<file path="config.mk">
export PLATFORM = sky130hd
export DESIGN_NAME = keyed_table_insert_delete_lookup
export DESIGN_NICKNAME = d
export VERILOG_FILES = /design/src/rtl/core/ktable_pkg.sv /design/src/rtl/core/keyed_table_insert_delete_lookup.sv /design/src/rtl/core/ktable_ram.sv
export SDC_FILE = /design/constraint.sdc
export NUM_CORES = 1
export LEC_CHECK = 0
export BUFFER_PORTS_ARGS = -buffer_cell sky130_fd_sc_hd__buf_2
export CORE_ASPECT_RATIO = 0.75
export CORE_MARGIN = 5
export CORE_UTILIZATION = 65
export CTS_CLUSTER_DIAMETER = 60
export CTS_CLUSTER_SIZE = 10
export DETAILED_ROUTE_END_ITERATION = 6
export PLACE_DENSITY_LB_ADDON = 0.2
export SLEW_MARGIN = 20
export SYNTH_ARGS = -nofsm -noshare
export SYNTH_HDL_FRONTEND = slang
export SYNTH_SLANG_ARGS = --single-unit
</file>
<file path="constraint.sdc">
create_clock -name clk -period 20.6 [get_ports clk]
set_input_delay 2.06 -clock clk [delete_from_list [all_inputs] [get_ports clk]]
set_output_delay 2.06 -clock clk [all_outputs]
set_load 0.05 [all_outputs]
</file>
<file path="src/rtl/core/ktable_pkg.sv">
// Shared widths, operation and status codes for the keyed table.
`default_nettype none
package ktable_pkg;

  localparam int KEY_W          = 16;
  localparam int OP_W           = 2;
  localparam int STATUS_W       = 3;
  localparam int PAYLOAD_W      = 64;
  localparam int ENTRY_COUNT_W  = 5;
  localparam int CAPACITY_W     = 5;

  localparam int DEPTH_DEFAULT        = 16;
  localparam int PAYLOAD_BITS_DEFAULT = 64;

  localparam logic [CAPACITY_W-1:0] CAPACITY_RESET = 5'd16;

  typedef enum logic [OP_W-1:0] {
    OP_ADD    = 2'd0,
    OP_DELETE = 2'd1,
    OP_UPDATE = 2'd2,
    OP_GET    = 2'd3
  } op_t;

  typedef enum logic [STATUS_W-1:0] {
    ST_OK      = 3'd0,
    ST_FULL    = 3'd1,
    ST_DUP     = 3'd2,
    ST_MISSING = 3'd3,
    ST_SAME    = 3'd4
  } status_t;

endpackage
`default_nettype wire

</file>
<file path="src/rtl/core/keyed_table_insert_delete_lookup.sv">
// Top level of the keyed table: control sequencer, entry RAM and result register.
`default_nettype none
// Keyed table of up to DEPTH (key, payload) entries kept in insertion order in one
// synchronous RAM. Each word on the input channel is one operation (add, delete,
// update, get) and gives exactly one result word: status, the payload found by a
// get, and the entry count after the operation. Operations run one at a time.
// The search walks the used entries through the RAM read port, one entry per cycle,
// and a delete then moves every later entry down one place, again one entry per
// cycle through the same read port and the write port. A rejected add on a full
// table skips the search. The input is ready again in the cycle the result is
// loaded. A finished result waits in the output register while the next operation
// is already accepted. The capacity register is written through cfg_write/cfg_data;
// the user must write it only while the table is idle, as the block does not enforce
// it. A value above DEPTH acts as DEPTH and zero makes every add report full.
// Entries past the count are never read, so the RAM needs no clearing after reset.
module keyed_table_insert_delete_lookup
  import ktable_pkg::*;
#(
  parameter int DEPTH        = DEPTH_DEFAULT,
  parameter int PAYLOAD_BITS = PAYLOAD_BITS_DEFAULT
) (
  input  wire logic                     clk,
  input  wire logic                     rst,
  input  wire logic                     cfg_write,
  input  wire logic [CAPACITY_W-1:0]    cfg_data,
  input  wire logic                     in_valid,
  output logic                          in_ready,
  input  wire logic [OP_W-1:0]          operation,
  input  wire logic [KEY_W-1:0]         key,
  input  wire logic [KEY_W-1:0]         new_key,
  input  wire logic [PAYLOAD_W-1:0]     payload,
  output logic                          out_valid,
  input  wire logic                     out_ready,
  output logic [STATUS_W-1:0]           status,
  output logic [PAYLOAD_W-1:0]          found_payload,
  output logic [ENTRY_COUNT_W-1:0]      entry_count
);

  localparam int AW     = $clog2(DEPTH);
  localparam int CNT_W  = $clog2(DEPTH + 1);
  localparam int CMP_W  = (CNT_W > CAPACITY_W) ? CNT_W : CAPACITY_W;
  localparam int WORD_W = KEY_W + PAYLOAD_BITS;
  localparam logic [CNT_W-1:0] DEPTH_CNT = CNT_W'(DEPTH);

  typedef enum logic [3:0] {
    S_IDLE   = 4'b0001,
    S_SEARCH = 4'b0010,
    S_SHIFT  = 4'b0100,
    S_FINISH = 4'b1000
  } state_t;

  state_t                    state, state_next;
  op_t                       op_q;
  logic [KEY_W-1:0]          key_q;
  logic [KEY_W-1:0]          new_key_q;
  logic [PAYLOAD_BITS-1:0]   pay_q;
  logic [CAPACITY_W-1:0]     capacity;
  logic [CNT_W-1:0]          used, used_next;
  logic [CNT_W-1:0]          scan, scan_next;
  logic                      pend, pend_next;
  logic [CNT_W-1:0]          pend_idx, pend_idx_next;
  logic [CNT_W-1:0]          pend_prev;
  status_t                   res_status, res_status_next;
  logic [PAYLOAD_BITS-1:0]   res_found, res_found_next;

  logic                      ram_we;
  logic [AW-1:0]             ram_waddr;
  logic [WORD_W-1:0]         ram_wdata;
  logic                      ram_re;
  logic [WORD_W-1:0]         ram_rdata;
  logic [KEY_W-1:0]          rd_key;
  logic [PAYLOAD_BITS-1:0]   rd_pay;
  logic                      table_full;
  logic                      hit;
  logic                      scan_left;

  assign rd_key    = ram_rdata[WORD_W-1:PAYLOAD_BITS];
  assign rd_pay    = ram_rdata[PAYLOAD_BITS-1:0];
  assign pend_prev = pend_idx - 1'b1;
  assign in_ready  = (state == S_IDLE);
  assign table_full = (used >= DEPTH_CNT) || (CMP_W'(used) >= CMP_W'(capacity));
  assign hit       = pend && (rd_key == key_q);
  assign scan_left = (scan < used);

  ktable_ram #(
    .WIDTH (WORD_W),
    .DEPTH (DEPTH)
  ) u_ram (
    .clk   (clk),
    .we    (ram_we),
    .waddr (ram_waddr),
    .wdata (ram_wdata),
    .re    (ram_re),
    .raddr (scan[AW-1:0]),
    .rdata (ram_rdata)
  );

  always_comb begin
    state_next      = state;
    used_next       = used;
    scan_next       = scan;
    pend_next       = pend;
    pend_idx_next   = pend_idx;
    res_status_next = res_status;
    res_found_next  = res_found;
    ram_we          = 1'b0;
    ram_waddr       = used[AW-1:0];
    ram_wdata       = {key_q, pay_q};
    ram_re          = 1'b0;
    unique case (state)
      S_IDLE: begin
        if (in_valid) begin
          res_found_next = '0;
          scan_next      = '0;
          pend_next      = 1'b0;
          if ((op_t'(operation) == OP_ADD) && table_full) begin
            res_status_next = ST_FULL;
            state_next      = S_FINISH;
          end else begin
            state_next = S_SEARCH;
          end
        end
      end
      S_SEARCH: begin
        if (hit) begin
          res_status_next = ST_OK;
          state_next      = S_FINISH;
          unique case (op_q)
            OP_ADD: begin
              res_status_next = ST_DUP;
            end
            OP_DELETE: begin
              scan_next  = pend_idx + 1'b1;
              pend_next  = 1'b0;
              state_next = S_SHIFT;
            end
            OP_UPDATE: begin
              if (new_key_q == key_q) begin
                res_status_next = ST_SAME;
              end else begin
                ram_we    = 1'b1;
                ram_waddr = pend_idx[AW-1:0];
                ram_wdata = {new_key_q, pay_q};
              end
            end
            OP_GET: begin
              res_found_next = rd_pay;
            end
            default: begin
              res_status_next = ST_MISSING;
            end
          endcase
        end else if (!pend && !scan_left) begin
          state_next = S_FINISH;
          if (op_q == OP_ADD) begin
            res_status_next = ST_OK;
            ram_we          = 1'b1;
            ram_waddr       = used[AW-1:0];
            used_next       = used + 1'b1;
          end else begin
            res_status_next = ST_MISSING;
          end
        end else if (scan_left) begin
          ram_re        = 1'b1;
          pend_next     = 1'b1;
          pend_idx_next = scan;
          scan_next     = scan + 1'b1;
        end else begin
          pend_next = 1'b0;
        end
      end
      S_SHIFT: begin
        if (pend) begin
          ram_we    = 1'b1;
          ram_waddr = pend_prev[AW-1:0];
          ram_wdata = ram_rdata;
        end
        if (scan_left) begin
          ram_re        = 1'b1;
          pend_next     = 1'b1;
          pend_idx_next = scan;
          scan_next     = scan + 1'b1;
        end else begin
          pend_next = 1'b0;
          if (!pend) begin
            used_next       = used - 1'b1;
            res_status_next = ST_OK;
            state_next      = S_FINISH;
          end
        end
      end
      S_FINISH: begin
        if (!out_valid || out_ready) begin
          state_next = S_IDLE;
        end
      end
      default: begin
        state_next = S_IDLE;
      end
    endcase
  end

  always_ff @(posedge clk) begin
    if (rst) begin
      state     <= S_IDLE;
      used      <= '0;
      pend      <= 1'b0;
      capacity  <= CAPACITY_RESET;
      out_valid <= 1'b0;
    end else begin
      state <= state_next;
      used  <= used_next;
      pend  <= pend_next;
      if (cfg_write) begin
        capacity <= cfg_data;
      end
      if (state == S_FINISH && (!out_valid || out_ready)) begin
        out_valid <= 1'b1;
      end else if (out_ready) begin
        out_valid <= 1'b0;
      end
    end
  end

  always_ff @(posedge clk) begin
    scan       <= scan_next;
    pend_idx   <= pend_idx_next;
    res_status <= res_status_next;
    res_found  <= res_found_next;
    if (in_valid && in_ready) begin
      op_q      <= op_t'(operation);
      key_q     <= key;
      new_key_q <= new_key;
      pay_q     <= payload[PAYLOAD_BITS-1:0];
    end
    if (state == S_FINISH && (!out_valid || out_ready)) begin
      status        <= res_status;
      found_payload <= PAYLOAD_W'(res_found);
      entry_count   <= ENTRY_COUNT_W'(used);
    end
  end

  a_used_bounded: assert property (@(posedge clk) disable iff (rst)
    used <= DEPTH_CNT)
    else $error("entry count above table depth");

  a_idle_no_write: assert property (@(posedge clk) disable iff (rst)
    (state == S_IDLE || state == S_FINISH) |-> !ram_we)
    else $error("RAM written outside an operation");

  a_shift_addr: assert property (@(posedge clk) disable iff (rst)
    (state == S_SHIFT && pend) |-> (pend_idx != '0 && pend_idx < used))
    else $error("shift moves an entry outside the used range");

  a_count_change: assert property (@(posedge clk) disable iff (rst)
    (!$past(rst) && used != $past(used)) |->
      ($past(state) == S_SEARCH || $past(state) == S_SHIFT))
    else $error("entry count changed outside search or shift");

  a_finish_hold: assert property (@(posedge clk) disable iff (rst)
    (state == S_FINISH && out_valid && !out_ready) |=> state == S_FINISH)
    else $error("result dropped while output register occupied");

endmodule
`default_nettype wire

</file>
<file path="src/rtl/core/ktable_ram.sv">
// Generic single-write, single-read synchronous RAM with registered read data.
`default_nettype none
module ktable_ram #(
  parameter int WIDTH = 8,
  parameter int DEPTH = 16
) (
  input  wire logic                     clk,
  input  wire logic                     we,
  input  wire logic [$clog2(DEPTH)-1:0] waddr,
  input  wire logic [WIDTH-1:0]         wdata,
  input  wire logic                     re,
  input  wire logic [$clog2(DEPTH)-1:0] raddr,
  output logic      [WIDTH-1:0]         rdata
);

  logic [WIDTH-1:0] mem [DEPTH];

  always_ff @(posedge clk) begin
    if (we) begin
      mem[waddr] <= wdata;
    end
    if (re) begin
      rdata <= mem[raddr];
    end
  end

endmodule
`default_nettype wire

</file>
**After elaboration in Yosys (flattened, before gate mapping)**

Memory sizes are Yosys's and may differ from the RTL's. A register that Yosys moved wholly into a read port is not among the register bits.
Cells that the tools add are included.

- Output and inout port bits: 74
- RAM bits: 1,280
- Flip-flop bits (word level): 263
- Word-level logic and storage cells: 139
- Memories: 1
- Input bits: 108

Memory list:

| name | words | width | read ports | clocked after memory_dff | wr ports | RTL line | RTL |
|---|---|---|---|---|---|---|---|
| u_ram.mem | 16 | 80 | 1 | 1 | 1 | ktable_ram.sv:16 | `logic [WIDTH-1:0] mem [DEPTH];` |

- $lt $le $gt $ge: 3
- Reduce and logical (&&, ||, !) cells: 22
- Equal/unequal tests: 23
- Add/sub/neg operators: 5
- Muxes and demuxes: 69

Operator list:

| cell | number |
|---|---|
| $mux 80 | 4 |
| $mux 64 | 3 |
| $pmux 80 s2 | 1 |
| $pmux 64 s2 | 1 |
| $mux 5 | 13 |
| $mux 4 | 12 |
| $eq 16x16->1 | 2 |
| $mux 3 | 7 |
| $pmux 5 s2 | 2 |
| $ne 2x2->1 const B | 9 |
| $mux 1 | 17 |
| $pmux 4 s4 | 1 |
| $add 5x1->5 const B | 3 |
| $pmux 5 s3 | 1 |
| $reduce_and 6->1 | 2 |
| $pmux 3 s3 | 1 |
| $pmux 4 s2 | 1 |
| $reduce_and 4->1 | 2 |
| $ne 3x3->1 const B | 2 |
| $pmux 3 s2 | 1 |
| $reduce_bool 2->1 | 3 |
| $ge 5x5->1 | 1 |
| $ge 5x5->1 const B | 1 |
| $logic_and 1x1->1 | 5 |
| other kinds (20) | 27 |

**Longest topological paths before layout**

Gate-level depths: netlist (run 1).

- Word-level depth: 8
- Depth in mapped cells: 9

**Hierarchy**

A second synthesis (run 1) with hierarchy kept.

- Cells, all modules: 2,857
- Area total of the unflattened synthesis: 61,074.8 um2

By module, submodules not included:

| module | area each (um2) | cells an instance | sequential area each (um2) | times used |
|---|---|---|---|---|
| ktable_ram | 50,239.4 | 2,054 | 40,839.2 | 1 |
| keyed_table_insert_delete_lookup | 10,835.4 | 803 | 7,737.4 | 1 |

**Worst setup path before layout (run 1)**

OpenSTA, ideal clock, no wires.

- Path kind: register -> register
- Start point: reg key_q[6]
- End point: mem u_ram.mem[11][0] (netlist name) (enable)
- Data arrival time: 9,792 ps
- Slack: 10,093 ps
- Cell stages (with the launch flop): 8
- Required time: 19,885 ps
- Library setup time: 715 ps
- Cells stage by stage: edfxtp_1 > xor2_1 > or4b_1 > or3_4 > nor4_1 > nor2_1 > a21o_1 > nor4_1

- Word-level cells in the longest chain between the ends: 7
- Elaborated cells on any way between the ends: 13
- Classes of those cells: eq/ne: 2; mux: 10; reduce/logical: 1

Ends and longest elaborated chain:

| item | RTL line | RTL |
|---|---|---|
| from (decl) | keyed_table_insert_delete_lookup.sv:54 | `logic [KEY_W-1:0] key_q;` |
| from (signal assigned) | keyed_table_insert_delete_lookup.sv:232 | `key_q <= key;` |
| $eq 16x16->1 | keyed_table_insert_delete_lookup.sv:138 | `if (new_key_q == key_q) begin` |
| $mux 1 | keyed_table_insert_delete_lookup.sv:138 |  |
| $mux 1 | keyed_table_insert_delete_lookup.sv:128 | `unique case (op_q)` |
| $mux 1 | keyed_table_insert_delete_lookup.sv:125 | `if (hit) begin` |
| $pmux 1 s2 | keyed_table_insert_delete_lookup.sv:110 | `unique case (state)` |
| $mux 1 | ktable_ram.sv:19 | `if (we) begin` |
| $mux 1 (not written as such) | ktable_ram.sv:20 | `mem[waddr] <= wdata;` |
| to (decl) | ktable_ram.sv:16 |  |

Parallel ways exist; a longest one is shown, timed or not.

**Final worst setup path (run 1)**

- Start point: reg state[3]
- End point: mem u_ram.mem[12][34] (netlist name) (enable)

- Word-level cells in the longest chain between the ends: 4
- Elaborated cells on any way between the ends: 6
- Classes of those cells: eq/ne: 2; mux: 4

Ends and longest elaborated chain:

| item | RTL line | RTL |
|---|---|---|
| from (decl) | keyed_table_insert_delete_lookup.sv:52 | `state_t state, state_next;` |
| from (signal assigned) | keyed_table_insert_delete_lookup.sv:211 | `state <= state_next;` |
| $eq 4x3->1 / $eq 4x2->1 (equally long branches) | keyed_table_insert_delete_lookup.sv:110 |  |
| $pmux 1 s2 | keyed_table_insert_delete_lookup.sv:110 |  |
| $mux 1 | ktable_ram.sv:19 |  |
| $mux 1 (not written as such) | ktable_ram.sv:20 |  |

Parallel ways exist; a longest one is shown, timed or not.

==> qor.csv, run 1 <==
metric;value;unit
commonest non-fill, non-tap cell in the layout;edfxtp_1;
antenna violations before repair;6;
commonest cells after routing, fill and taps aside;edfxtp_1 (1607), mux4_2 (400), nand2_1 (235);
Cell Rows;97;
Area after DPL;63790;µm²
register area;48580;µm²
die area;100400;µm²
Final #Nets;3127;
Synth area leader;edfxtp_1;
crit path from;state[3];
fmax;186.3;MHz
DP Cell Count;4058;
asr flop ratio synth;0;%
Worst Setup Start Kind;flop;
max cap viols;0;
Skew-Pair Late Insertion Delay;780;ps
Finished Layout Cells;4268;
CP max-delay cell;buf_4;
fin area;68570;µm²
Tmin final;5368;ps
#FFs+latches synth;1623;
skew final;28.45;ps
register area share after synthesis;79.45;%
Worst EP required;20990;ps
setup repair bufs after CTS;0;
PwrDens;117.5;nW/µm²
Reg2Reg Depth;9;
via count;29350;
Slew HR;25.16;%
number of flops mapped to enable cells by yosys;1607;
predominant post-synthesis flop cell;edfxtp_1;
largest net degree at the start of global routing;140;
leakage power figure;22.01;nW
DP Wirelength;70.01;mm
crit share post-route;26.06;%
fill count;5008;
crit-path cells;nor4b_4, buf_4, nand3b_1, or4_4, o211ai_4, a21bo_4, nor2_4, buf_4, buf_4;
R2R Setup Slk;15230;ps
Die H;275.6;µm
Tightest Pin Transition;1123;ps
hold crit path type;flop to flop;
vias in the first global route;30650;
proportion of layout cells with a drive suffix above 1;28.65;%
Clock Path Buffers;3;
Pre-antenna DRT Iters;5;
routed wire length;141.0;mm
hold_buf cts;0;
drt first-iter violations;4003;
total internal power;6.091;mW
Pins Over Slew Limit;0;
clock sink total;1623;
Synth warnings;0;
Layout area overhead;12.16;%
outcome;completed;
Mapped Nets;2824;
DR vias/cell;6.877;
Port-buffer cells;181;
Yosys top cell area share;78.93;%
worst r2r dst;u_ram.mem[12][34];
Max VDD drop;89.96;µV
Flop pwr share;48.5;%
crit path kind;flop to flop;
CP top delay family;buffers and inverters;
Post-Syn Instances;2700;
Final Hold Fails;0;
Synth area leaders;edfxtp_1 (79%), mux4_2 (15%), nand2_1 (1.4%), and2_1 (0.69%), clkbuf_1 (0.59%);
endpoints failing setup;0;
DRC viols;0;
critical path depth;9;
Multi-input gate area;12180;µm²
CP Capture Type;flop;
Inserted Clock Buffers;180;
global placer's final weighted congestion;0.8662;
Clock power frac;34.1;%
Net Sw Frac;24.41;%
IO Pins;182;
critical path's largest stage delay;800;ps
Worst setup endpoint;u_ram.mem[12][34];
total global routing overflow;0;
Post-Syn Area per Cell;22.64;µm²
All-Layer GR Usage;28.95;%
Core Region;93330;µm²
total power;8.058;mW
Reg-to-Reg Start;state[3];
CP arrival;5760;ps
Reg clk slew, reported paths;60;ps
CP most frequent cell;buf_4;
Buf/Inv on CP;3;
H-tree Lvls;4;
Crit Path Max Fanout;73;
unrepaired setup endpoints after global routing;no;
drt wl/cell;33.04;µm
Post-DRT Antenna Nets;0;
die width;364.1;µm
Initial Utilization;65.51;%
Setup TNS;0;ps
CTS tree;yes;
root buf cell;clkbuf_16;
distinct cell type count after synthesis;53;
post-cts sizing count;0;
Post-Syn Area;61140;µm²
NetSw;1.967;mW
Comb power frac;17.5;%
first-pass GRT wire length;206.3;mm
==> sequential cells by signal, indices dropped and copies added, names as in the netlist <==
name / flops
u_ram.mem: 1280
u_ram.rdata: 80
found_payload: 64
pay_q: 64
res_found: 64
key_q: 16
new_key_q: 16
capacity: 5
entry_count: 5
pend_idx: 5
scan: 5
used: 5
state: 4
res_status: 3
status: 3
op_q: 2
out_valid: 1
pend: 1
==> synth_stat cells, types with 2 or more instances <==
library cell / number
xor2_1: 33
dfxtp_1: 16
o21bai_1: 2
nand3_1: 10
or4_1: 4
a22oi_1: 19
o22ai_1: 7
buf_1: 24
nor2b_1: 3
and2_1: 67
nor4_1: 10
nor3_2: 2
a21oi_1: 17
or4b_1: 2
inv_1: 18
edfxtp_1: 1607
nor4b_2: 2
mux4_2: 400
nand2b_1: 4
clkbuf_1: 96
nor3_1: 10
mux2i_1: 5
o211ai_1: 2
nand4b_1: 2
nor2_1: 32
nand3b_1: 4
a21o_1: 4
nand4_1: 5
and4_1: 2
o21ai_0: 8
nand2_1: 236
ha_1: 15
xnor2_1: 12
==> layout make-up <==
type / count / area share (%)
flip-flops and latches: 1623 / 70.84
multi-input cells: 938 / 17.77
clock buffers: 197 / 6.755
well taps: 1237 / 2.257
repair buffers: 241 / 2.062
clock inverters: 12 / 0.2025
inverters: 19 / 0.1113
diodes: 1 / 0.003649
==> worst reg2reg max path, delay by kind of cell (launching register included) <==
kind                   cells  cell delay [ps]
buffers and inverters      3             2080
flip-flops                 1              370
AND/OR/NAND/NOR            4             1880
AO/OA/AOI/OAI              2              640
==> stage by stage <==
step | setup WS, ps | hold slack [ps] | utilization, %
2_1_floorplan | 10090 | 400.3 | -
3_3_place_gp | 15380 | 400.4 | 68.34
3_5_place_dp | 15330 | 404.5 | 68.35
4_1_cts | 15240 | 416.2 | 73.46
5_1_grt | 14840 | 420.7 | 73.47
6_report | 15230 | 412.5 | 73.47
==> power groups by stage <==
stage / sequential, mW / combinational (mW) / clock [mW]
6_report: 3.91 / 1.41 / 2.74
5_1_grt: 3.91 / 1.50 / 2.93
4_1_cts: 3.91 / 1.42 / 2.79
3_5_place_dp: 3.97 / 1.40 / 0
3_3_place_gp: 3.97 / 1.36 / 0
2_1_floorplan: 3.96 / 1.03 / 0
==> how the worst min path moves through the flow <==
stage	startpoint	endpoint	slack, ps	cells past startpoint
after floorplan	res_found[0]	found_payload[0]	400	0
after global placement	res_status[0]	status[0]	400	0
after detailed placement	res_found[3]	found_payload[3]	400	0
after CTS	res_found[56]	found_payload[56]	420	0
after global routing	res_found[61]	found_payload[61]	420	0
final	res_found[19]	found_payload[19]	410	0
==> kinds of logic after synthesis <==
family / share of synthesized area, %
flops: 79.45
fa+ha+maj: 0.3397
mux: 14.82
buf+inv: 0.8534
simple gates: 3.090
xor+xnor: 0.6447
compound gates: 0.8002
==> layer usage <==
metal	up-vias	wire length, µm	global-route usage (%)
li1	11730	-	-
met1	15390	51800	40.32
met2	1953	71110	47.57
met3	278	14180	6.114
met4	2	3925	9.183
met5	-	13	0
Note: power is estimated with default switching activity, not from simulation.
==> run 2, diff against run 1 <==
--- a/config.mk
+++ b/config.mk
@@ -5,10 +5,11 @@
 export SDC_FILE = /design/constraint.sdc
 export NUM_CORES = 1
 export LEC_CHECK = 0
+export ABC_AREA = 1
 export BUFFER_PORTS_ARGS = -buffer_cell sky130_fd_sc_hd__buf_2
 export CORE_ASPECT_RATIO = 0.75
 export CORE_MARGIN = 5
-export CORE_UTILIZATION = 65
+export CORE_UTILIZATION = 56
 export CTS_CLUSTER_DIAMETER = 60
 export CTS_CLUSTER_SIZE = 10
 export DETAILED_ROUTE_END_ITERATION = 6
==> constraint.sdc (replaced) <==
create_clock -name clk -period 4.8 [get_ports clk]
set_input_delay 0.48 -clock clk [delete_from_list [all_inputs] [get_ports clk]]
set_output_delay 0.48 -clock clk [all_outputs]
set_load 0.05 [all_outputs]
==> qor.csv, run 2 <==
metric;value;unit;change
outcome;completed;;unchanged
Synth area leader;edfxtp_1;;unchanged
asr flop ratio synth;0;%;unchanged
largest net degree at the start of global routing;219;;was 140
total power;38.35;mW;was 8.058 mW
die width;397.4;µm;was 364.1 µm
Pre-antenna DRT Iters;6;;was 5
commonest cells after routing, fill and taps aside;edfxtp_1 (1607), nor2_1 (760), o21ai_0 (700);;was edfxtp_1 (1607), mux4_2 (400), nand2_1 (235)
H-tree Lvls;4;;unchanged
Post-DRT Antenna Nets;0;;unchanged
Synth warnings;0;;unchanged
leakage power figure;24.29;nW;was 22.01 nW
total global routing overflow;0;;unchanged
CP arrival;4060;ps;was 5760 ps
Synth area leaders;edfxtp_1 (77%), o21ai_0 (5.7%), nor2_1 (4.6%), o221ai_1 (3.7%), nand2_1 (1.9%);;was edfxtp_1 (79%), mux4_2 (15%), nand2_1 (1.4%), and2_1 (0.69%), clkbuf_1 (0.59%)
crit path kind;flop to flop;;unchanged
Slew HR;25.19;%;was 25.16%
die area;119500;µm²;was 100400 µm²
DP Wirelength;81.73;mm;was 70.01 mm
Post-Syn Instances;4587;;was 2700
predominant post-synthesis flop cell;edfxtp_1;;unchanged
register area share after synthesis;77.05;%;was 79.45%
Layout area overhead;14.50;%;was 12.16%
root buf cell;clkbuf_16;;unchanged
Finished Layout Cells;6416;;was 4268
drt wl/cell;24.16;µm;was 33.04 µm
via count;39210;;was 29350
PwrDens;531.3;nW/µm²;was 117.5 nW/µm²
number of flops mapped to enable cells by yosys;1607;;unchanged
worst r2r dst;u_ram.mem[2][46];;was u_ram.mem[12][34]
#FFs+latches synth;1623;;unchanged
DP Cell Count;6103;;was 4058
Reg-to-Reg Start;used[2];;was state[3]
Cell Rows;106;;was 97
unrepaired setup endpoints after global routing;no;;unchanged
DR vias/cell;6.112;;was 6.877
Tightest Pin Transition;1115;ps;was 1123 ps
commonest non-fill, non-tap cell in the layout;edfxtp_1;;unchanged
Core Region;111700;µm²;was 93330 µm²
IO Pins;182;;unchanged
Final #Nets;5006;;was 3127
synth cell count leaders;edfxtp_1 (1607), nor2_1 (779), o21ai_0 (724), nand2_1 (320), o221ai_1 (268);;was edfxtp_1 (1607), mux4_2 (400), nand2_1 (236), clkbuf_1 (96), and2_1 (67)
Most flops, register;u_ram.mem;;unchanged
Setup TNS;0;ps;unchanged
fin area;72190;µm²;was 68570 µm²
All-Layer GR Usage;25.77;%;was 28.95%
R2R Setup Slk;1150;ps;was 15230 ps
Worst Setup Start Kind;flop;;unchanged
antenna violations before repair;2;;was 6
max cap viols;0;;unchanged
skew final;27.88;ps;was 28.45 ps
endpoints failing setup;0;;unchanged
DRC viols;0;;unchanged
Worst EP required;5220;ps;was 20990 ps
Area after DPL;66250;µm²;was 63790 µm²
Clock Path Buffers;3;;unchanged
CP Capture Type;flop;;unchanged
global placer's final weighted congestion;0.8654;;was 0.8662
proportion of layout cells with a drive suffix above 1;12.28;%;was 28.65%
Post-Syn Area;63050;µm²;was 61140 µm²
top flop regs;u_ram.mem x1280, u_ram.rdata x80;;unchanged
Crit Path Max Fanout;42;;was 73
hold crit path type;input port to flop;;was flop to flop
most numerous cell in the Yosys netlist;edfxtp_1;;unchanged
Skew-Pair Late Insertion Delay;770;ps;was 780 ps
crit share post-route;75.94;%;was 26.06%
Max VDD drop;425.6;µV;was 89.96 µV
drt first-iter violations;4406;;was 4003
Initial Utilization;56.46;%;was 65.51%
Port-buffer cells;181;;unchanged
Pins Over Slew Limit;0;;unchanged
Yosys top cell area share;76.54;%;was 78.93%
Final Hold Fails;0;;unchanged
Die H;300.6;µm;was 275.6 µm
first-pass GRT wire length;234.7;mm;was 206.3 mm
clock sink total;1623;;unchanged
Post-Syn Area per Cell;13.74;µm²;was 22.64 µm²
Tmin final;3645;ps;was 5368 ps
max reg flops;1280;;unchanged
crit path from;used[2];;was state[3]
Reg clk slew, reported paths;60;ps;about the same
CTS tree;yes;;unchanged
Mapped Nets;4711;;was 2824
distinct cell type count after synthesis;37;;was 53
Worst setup endpoint;u_ram.mem[2][46];;was u_ram.mem[12][34]
fmax;274.3;MHz;was 186.3 MHz
routed wire length;155.0;mm;was 141.0 mm
vias in the first global route;37980;;was 30650
Inserted Clock Buffers;181;;was 180
Reg2Reg Depth;14;;was 9
run 2: stage by stage:
step | utilization (%) | setup slack (ps) | hold slack (ps)
after floorplan | - | -913.7 | 400.3
after global placement | 59.32 | 1257 | 400.2
after detailed placement | 59.33 | 1164 | 404.5
after CTS | 64.58 | 1143 | 29.79
after global routing | 64.64 | 866.6 | 81.00
final | 64.64 | 1155 | 86.71
run 2: final cells by class:
type	count	area (µm²)
Clock inverter	11	147.6
Clock buffer	193	4648
Antenna cell	1	2.502
Inverter	182	713.2
Multi-Input combinational cell	2487	12930
Sequential cell	1623	48580
Tap cell	1512	1892
Timing Repair Buffer	407	3283
Fill cell	8098	39480
run 2: repair_timing:
action                    4_1_cts  5_1_grt
hold buffers                  107        0
hold endpoints to repair      108        0
setup buffers                   0        0
gates resized for setup         0        0
run 2: logic make-up after synthesis:
kind of cell,synth area share (%)
DFF,77.05
buffers and inverters,2.868
adders and majority gates,0.3294
xor gates and xnor gates,0.1945
AOI/OAI and AO/OA,11.50
and+or+nand+nor,8.057
run 2: power by group:
| part | total [mW] | internal [mW] | switching (mW) | leakage, nW |
|---|---|---|---|---|
| Combinational | 9.46 | 2.54 | 6.92 | 7.25 |
| Sequential | 17.1 | 16.9 | 0.179 | 14.7 |
| Clock | 11.8 | 6.77 | 5.05 | 2.35 |
| Total | 38.4 | 26.2 | 12.2 | 24.3 |
run 2: critical path, cell delays in order, from the launching register on:
cell	delay, ps
dfxtp_1	460
inv_1	160
ha_1	330
a21oi_1	70
or2_2	260
nand3_1	230
nand3_1	150
nand2_1	100
nand3_1	100
nand2_1	150
inv_1	100
nor2_4	130
nand2_2	160
nor2_4	480
buf_12	350
run 2: worst min path at each step:
stage	start	to	slack (ps)	depth (start not counted)
floorplan	res_found[0]	found_payload[0]	400	0
global placement	res_found[12]	found_payload[12]	400	0
detailed placement	res_found[10]	found_payload[10]	400	0
CTS	cfg_write	capacity[1]	30	3
global route	out_ready	out_valid	80	4
finish	cfg_write	capacity[1]	90	3
run 2: metal layers:
| metal | routed length, µm | share of wire (%) | global-route usage [%] |
|---|---|---|---|
| met5 | 13 | 0.0084 | 0 |
| met4 | 4025 | 2.6 | 7.966 |
| met3 | 12320 | 7.9 | 4.174 |
| met2 | 72510 | 47 | 40.49 |
| met1 | 66120 | 43 | 37.63 |
